$ cat src/sv/swm_pkg.sv
// ----------------------------------------------------------------------------
// swm_pkg
// shared types and constants of the sliding window median block
// ----------------------------------------------------------------------------
package swm_pkg;

  localparam int DATA_W = 32;   // sample and median width
  localparam int CFG_W  = 7;    // window_size register width

  typedef logic [DATA_W-1:0] data_t;
  typedef logic [CFG_W-1:0]  cfg_t;

endpackage

$ cat src/sv/swm_sort_mem.sv
// ----------------------------------------------------------------------------
// swm_sort_mem
// two banks of the sorted window, one write port and one registered read port
// ----------------------------------------------------------------------------
module swm_sort_mem
  import swm_pkg::*;
#(
  parameter int DEPTH = 128,
  parameter int AW    = 7
) (
  input  logic          clk,
  input  logic          we,
  input  logic [AW-1:0] waddr,
  input  data_t         wdata,
  input  logic [AW-1:0] raddr,
  output data_t         rdata
);

  data_t mem [0:DEPTH-1];

  always_ff @(posedge clk) begin
    if (we) begin
      mem[waddr] <= wdata;
    end
    rdata <= mem[raddr];
  end

endmodule
$ cat config.mk
export PLATFORM = sky130hd
export DESIGN_NAME = swm_sort_mem
export DESIGN_NICKNAME = d
export VERILOG_FILES = /design/src/sv/swm_pkg.sv /design/src/sv/swm_sort_mem.sv
export SDC_FILE = /design/constraint.sdc
export NUM_CORES = 2
export LEC_CHECK = 0
export ABC_AREA = 1
export BUFFER_PORTS_ARGS = -buffer_cell sky130_fd_sc_hd__buf_2
export CORE_MARGIN = 1
export CORE_UTILIZATION = 30
export CTS_CLUSTER_SIZE = 8
export DETAILED_ROUTE_END_ITERATION = 8
export PLACE_DENSITY_LB_ADDON = 0.12
export SLEW_MARGIN = 20
export SYNTH_ARGS = -nofsm -noshare
export SYNTH_HDL_FRONTEND = slang
export SYNTH_SLANG_ARGS = --single-unit
export TNS_END_PERCENT = 50
$ cat constraint.sdc
create_clock -name clk -period 3.5 [get_ports clk]
set_clock_uncertainty 0.2 [all_clocks]
set_input_delay 0.175 -clock clk [delete_from_list [all_inputs] [get_ports clk]]
set_output_delay 0.175 -clock clk [all_outputs]
set_load 0.02 [all_outputs]
==> reports/results.ini <==
[status]
status=finished, final reports clean

[detailed_routing]
num_vias=108903
wire_per_inst_um=28.7
top_layer_used=met5
met2_length_um=284000
viasPerCell=5.09
post-route-drc-count=0
first_pass_iters=7
ant_nets=0
wl_met1_um=281000
wl_met3_um=33700
totalWireLength_um=614000
drtIter0Drc=10769

[finish]
nets=13973
fillers=52943
drive_gt1_share_pct=11.1
final_util_pct=36.0
multi_input_area_um2=37300
seq_area_um2=124000
area_growth_pct=19.4

[sta]
fin_crit_sh_pct=92.9
final-hold-violation-count=0
rsz0062_at_grt=no
maxSlewHeadroom_pct=22.4
drv_slew=0
max_clock_freq_ghz=0.308
finalSetupViolCount=0
worstMarginPinSlew_ns=1.16
min_period_ns=3.25
setup_ws_ns=0.249

[grt]
track_usage_pct=21.8
grt_pass1_vias=105449
grt_pass1_wl_um=858000
antenna_found_initial=74
grt_max_degree=150
overflow=0

[hold_path]
min_to=mem[51][19]
worstHoldStart=wdata[19]
hp-class=in2reg
holdPathStages=2

[worst_setup_path]
crit_family=buffers and inverters
worstRegToRegCells=9
path_max_fanout=12
criticalPathCategory=in2reg
startpoint_type=primary input
cp_common_cell=dlygate4sd3_1
cp-end-kind=flop
max_stage_delay_ns=1.08
crit_slowest_cell=dlygate4sd3_1
arrival_ns=3.73
timing.rr.start=mem[91][28]
worst_ep_required_time_ns=3.98
ff2ff_setup_slack_ns=0.74
reg2reg_to=rdata[28]
critPathBufInv=6
path_cells=dlygate4sd3_1 -> buf_2 -> inv_1 -> nor2_1 -> nand3_1 -> dlygate4sd3_1 -> buf_4 -> nor2_4 -> dlygate4sd3_1

[clock_network]
h-tree-depth=6
cts.sinks=4128
tritoncts=built
cts_buffer_depth=4
root_buffer=clkbuf_16
cts_inserted_buffers=586
ctsResizeCount=0
insertion_delay_ns=1.08
clkTransAtPathRegs_ns=0.05

[yosys]
yosysWarnings=0
synth_seq_cells=4128
synthTopCellsByArea=edfxtp_1, nand3_1, nand2_1
synthDistinctLibCells=15
yosys.area.top_type_share_pct=74.7
synth_fp_nets=13437
synth_area_per_cell_um2=12.3
synth_area_um2=165000
synth_area_leader_cell=edfxtp_1
postSynthCellCount=13389
seq_area_frac_synth_pct=75.1

[die]
ioPinCount=80
core_um2=546000
dieArea_um2=552000
rows=271
die_y_um=743
die_w_um=743
initial_utilization_pct=30.2

[pwr]
fin_total_pwr_mw=115
cellLeakagePower_nw=67.8
p_per_area_nw_per_um2=583
ir_worst_vdd_mv=0.507

[run]
cap_viol_max_count=0

[placement]
port_buffers=79
dp_slack_ns=-0.321
dpl.hpwl_um=354000
globalplace.congestion=0.803

-- repair_timing --
| item | 4_1_cts | 5_1_grt |
|---|---|---|
| endpoints found under the setup margin | 0 | 0 |
| setup buffers | 0 | 0 |
| hold buffers | 87 | 0 |
| hold endpoints to repair | 5900 | 0 |
-- synth_stat cells, drive strengths merged --
library cell	count
nand3	4035
nor2	134
nand2	4151
buf	800
clkbuf	109
nor3	8
edfxtp	4096
inv	24
dfxtp	32
-- final cells by class --
class                   count  share of cell area [%]
clock inverters            38                   0.268
multi-input cells        8328                    19.0
well taps                7234                    4.61
diodes                     29                  0.0369
flip-flops and latches   4128                    62.9
clock buffers             744                    7.96
inverters                  24                  0.0732
repair buffers            857                    5.18
-- layer usage --
layer	vias to the layer above	GRT usage [%]
met1	55974	31.2
met5	-	0
met4	16	5.18
met3	672	3.05
li1	49039	-
met2	3202	34.8
-- worst max-delay path by stage --
stage	from	endpoint	slack (ns)	cells past startpoint
after floorplan	we	mem[105][0]	0.73	4
after global placement	raddr[1]	rdata[31]	-0.33	12
after detailed placement	raddr[1]	rdata[31]	-0.32	12
after CTS	raddr[1]	rdata[31]	0.25	13
after global routing	raddr[1]	rdata[31]	0.25	13
final	waddr[3]	mem[74][16]	0.25	9
-- cells in the final DEF (no fill, tap or decap) --
| cell | count |
|---|---|
| nand2_1 | 4143 |
| edfxtp_1 | 4096 |
| nand3_1 | 4035 |
| clkbuf_16 | 604 |
| buf_4 | 426 |
| buf_12 | 269 |
| clkbuf_1 | 140 |
| nor2_4 | 128 |
| dlygate4sd3_1 | 78 |
| buf_2 | 41 |
| buf_6 | 33 |
| dfxtp_1 | 32 |
| diode_2 | 29 |
| inv_6 | 17 |
| inv_1 | 17 |
| clkinv_8 | 13 |
| inv_16 | 9 |
| nor3_1 | 8 |
| nand2_2 | 8 |
| buf_16 | 7 |
| nor2_1 | 6 |
| buf_8 | 3 |
| inv_8 | 2 |
| clkinv_2 | 2 |
| clkinv_1 | 1 |
| clkinv_16 | 1 |
-- registers in the layout, indices dropped and copies added (netlist names) --
signal and count:
rdata 32, mem 4096
-- worst register-to-register path, delay by kind of cell, from the launching register on --
family	cells	cell delay (ns)
flops	1	0.36
buf+inv	1	0.56
simple gates	8	1.51
-- logic make-up (layout without fill, tap and decap cells) --
group                  after synthesis  count (layout)  synth area share (%)
AND/OR/NAND/NOR                   8328            8328                  22.1
flip-flops                        4128            4128                  75.1
buffers and inverters              933            1663                  2.84
other                                0              29                     0
-- where the power goes --
group | switching (mW) | internal (mW) | leakage (nW)
Combinational | 5.71 | 1.97 | 22.9
Sequential | 0.263 | 54.7 | 37.1
Clock | 21.1 | 30.9 | 7.85
-- stage by stage --
stage	setup TNS, ns	instances	cell area (µm²)	hold WS (ns)
final	0	21382	197000	0.0482
after global routing	0	21358	196000	0.0372
after CTS	0	21353	196000	0.000513
after detailed placement	-1.01	20484	179000	0.364
after global placement	-1.08	20483	179000	0.362
after floorplan	0	13389	165000	0.0739
No activity file was read; power rests on OpenSTA's default activity.
